**config.mk**
```make
export PLATFORM = sky130hd
export DESIGN_NAME = clutd_ram
export DESIGN_NICKNAME = d
export VERILOG_FILES = /design/src/rtl/core/clutd_ram.sv
export SDC_FILE = /design/constraint.sdc
export NUM_CORES = 2
export LEC_CHECK = 0
export BUFFER_PORTS_ARGS = -buffer_cell sky130_fd_sc_hd__buf_2
export CORE_ASPECT_RATIO = 0.7
export CORE_MARGIN = 3
export CORE_UTILIZATION = 42
export DETAILED_ROUTE_END_ITERATION = 6
export SLEW_MARGIN = 15
export SYNTH_ARGS = -nofsm -noshare
export SYNTH_HDL_FRONTEND = slang
export SYNTH_SLANG_ARGS = --single-unit
```
**constraint.sdc**
```tcl
create_clock -name clk -period 3.6 [get_ports clk]
set_input_delay 0.54 -clock clk [delete_from_list [all_inputs] [get_ports clk]]
set_output_delay 0.54 -clock clk [all_outputs]
set_load 0.005 [all_outputs]
```
**src/rtl/core/clutd_ram.sv**
```systemverilog
// Generic RAM: one write port, two read ports with registered read data.
module clutd_ram #(
	parameter int WIDTH = 15,
	parameter int DEPTH = 256
) (
	input  logic                     clk,
	input  logic                     we,
	input  logic [$clog2(DEPTH)-1:0] waddr,
	input  logic [WIDTH-1:0]         wdata,
	input  logic [$clog2(DEPTH)-1:0] raddr0,
	input  logic [$clog2(DEPTH)-1:0] raddr1,
	output logic [WIDTH-1:0]         rdata0,
	output logic [WIDTH-1:0]         rdata1
);

	logic [WIDTH-1:0] mem [DEPTH];

	always_ff @(posedge clk) begin
		if (we) begin
			mem[waddr] <= wdata;
		end
		rdata0 <= mem[raddr0];
		rdata1 <= mem[raddr1];
	end

endmodule
```
==> run_results.csv <==
group,metric,value,unit
timing,max-slew-margin-rel,1.55,%
die,die-height,550,microns
setup_path,rr_startpoint,"mem[91][1]$_DFFE_PP_",
die,die_w,784,microns
place,hpwl,442000,microns
setup_path,cpLargestDelayFamily,"simple AND/OR/NAND/NOR gates",
route,drc,0,
synth,netlist_instances,9194,
route,drt_iter0_markers,19600,
die,die_area,431000,sq um
clocking,cts_root_buf,"clkbuf_16",
timing,finClkSkew,43.9,ps
setup_path,r2r_end,"rdata0[1]$_DFF_P_",
power,leakage,0.0659,uW
final_layout,utilization,48.9,%
synth,synth_area_leader_cell,"edfxtp_1",
final_layout,fin_cells,16100,
timing,hold_viol,0,
min_path,whs_path_depth,1,
global_route,grt_pass1_vias,107000,
synth,syn-num-nets,9235,
min_path,hp-start,"wdata[11]",
outcome,status,"completed",
flow_run,max-cap-violations,0,
timing,max_freq,303,MHz
global_route,grt_max_degree,154,
setup_path,critPathSlowestCell,"nor3_1",
synth,synth_top_cells_by_area,"edfxtp_1 65%, mux4_2 20%, mux2i_1 3.1%, a22oi_1 2.6%, a21oi_1 0.79%",
min_path,hold_path.class,"input port to flip-flop",
timing,finalMaxSlewViolations,0,
die,initial_core_util,42.3,%
timing,grt_setup_unrepaired,"false",
clocking,clock_sinks,3870,
timing,fin_setup_tns,0,ps
route,routed_wl,653000,microns
die,core_area,421000,sq um
clocking,clock_latency,950,ps
setup_path,arrival,4070,ps
setup_path,r2r_slack,450,ps
route,vias,111000,
route,drtPass1Iterations,6,
route,via_per_inst,6.87,
setup_path,cp_slowest_stage_delay,1050,ps
route,drt.antenna.violating_nets,0,
clocking,clockBufferDepth,4,
timing,period_share,91.7,%
synth,synth_area,178000,sq um
place,io_buffers,70,
clocking,numCtsBuffers,374,
global_route,grt_remaining_overflow,0,
timing,setup_viol,0,
synth,synth_ff_type,"edfxtp_1",
place,place_inst,15400,
global_route,antenna_found_initial,78,
setup_path,cp-start-kind,"input port",
clocking,cts-htree-levels,5,
clocking,cts_tree,"yes",
setup_path,rr_worst_depth,6,
route,wl_per_cell,40.5,microns
synth,async_reset_ff_share,0,%
synth,netlist.area_leader.share,64.8,%
synth,synth_common_cells,"3840 x edfxtp_1, 1570 x mux4_2, 620 x a22oi_1",
synth,yosysWarningCount,0,
die,pin_count,71,
global_route,grt_usage,29.8,%
global_route,grt_pass1_wl,892000,microns
synth,synth_seq_area_share,65.2,%
power,p_per_area,485,nW/um^2
timing,tightest_slew,1480,ps
power,peakVddDrop,413,uV
power,power,99800,uW
setup_path,crit_buf_inv,3,
setup_path,crit_path_end_kind,"flip-flop",
synth,synth_most_common_cell,"edfxtp_1",
final_layout,nets,10200,
timing,fin_crit,3300,ps
synth,ys_types,70,
setup_path,required,4370,ps
synth,syn_avg_cell_area,19.3,sq um
die,num_rows,199,
final_layout,drive_above_1_share,35.6,%
synth,synth-edff-count,3840,
setup_path,cp-startpoint,"raddr0[1]",
synth,synth-seq-cells,3870,
clocking,clk_pin_slew,60,ps
final_layout,area_growth,15.7,%
setup_path,path_max_fanout,39,
setup_path,path_cells,"buf_8, buf_12, buf_4, mux4_2, a22oi_1, nand2_1, a22o_1, nor3_1, nor4_1",
setup_path,criticalPathCategory,"input port to flip-flop",
min_path,holdPathEnd,"mem[244][11]$_DFFE_PP_",
place,place.gp.congestion,0.979,
cells in the final DEF, fill, tap and decap left out, types with 12 or more instances in the layout:
master	n
bufinv_16	39
clkinv_1	80
a22o_1	60
nor4_1	61
a311oi_1	14
o211ai_1	12
nand2b_1	12
clkinv_2	62
nor4_2	20
nor2_2	131
dfxtp_1	30
clkinvlp_4	13
diode_2	48
a221oi_1	118
nand3_1	24
buf_4	1099
buf_8	16
nor3_1	54
a211oi_1	53
mux4_2	1570
nand2_1	158
o221ai_1	127
edfxtp_1	3840
o21ai_0	46
buf_2	47
mux2i_1	546
o2bb2ai_1	28
nor2b_1	18
a22oi_1	620
a31oi_1	30
mux4_1	37
buf_12	183
mux2_2	38
a21oi_1	280
clkbuf_16	384
nor2_1	174
o22ai_1	136
clkbuf_1	74
worst max-delay path by stage:
stage	endpoint	slack, ps	cells past startpoint
detailed placement	rdata1[2]$_DFF_P_	-550	9
global route	rdata1[2]$_DFF_P_	360	9
floorplan	mem[235][0]$_DFFE_PP_	940	6
CTS	rdata1[2]$_DFF_P_	460	9
global placement	rdata1[9]$_DFF_P_	-950	9
finish	rdata0[6]$_DFF_P_	300	9
where the power goes:
group	internal (uW)	switching (uW)
Combinational	3570	6170
Sequential	49700	251
Clock	22500	17600
Total	75800	24000
worst reg2reg max path: cells and delay by family (launching register included):
family,cells,cell delay [ps]
AOI/OAI and AO/OA,2,820
muxes,1,470
DFF,1,380
and+or+nand+nor,3,1320
cell type report:
type,count,area [sq um]
Multi-Input combinational cell,4544,58000
Tap cell,5628,7040
Timing Repair Buffer,1353,12500
Fill cell,34200,215000
Clock inverter,207,2100
Clock buffer,468,10000
Antenna cell,48,120
Inverter,4,15.0
Sequential cell,3870,116000
per-stage QoR:
stage,setup WS (ps),cell area [sq um],hold WS [ps]
floorplan,938,178000,639
global placement,-953,193000,929
detailed placement,-545,193000,913
CTS,455,206000,5.62
global route,356,206000,46.2
finish,300,206000,82.6
state kept, by name, summed over array words and instances (netlist names):
name	count
mem	3840
rdata0	15
rdata1	15
per-layer routing:
layer | part of all wire (%) | global-route usage, % | vias to the layer above
met1 | 38 | 41.6 | 58700
met5 | 0.047 | 0 | -
met2 | 41 | 40.2 | 8730
met3 | 17 | 14.3 | 1171
li1 | - | - | 42100
met4 | 4.2 | 11.1 | 46
cells by family after synthesis:
logic type             synth area share, %
AND/OR/NAND/NOR                       1.97
multiplexers                          23.8
AO/OA/AOI/OAI                         6.43
flip-flops                            65.2
buffers and inverters                 2.66
timing repair:
action	4_1_cts	5_1_grt
hold buffers	4	0
endpoints found under the hold margin	55	0
gates resized for setup	0	0
setup buffers	0	0
(Power assumes the default switching activity.)
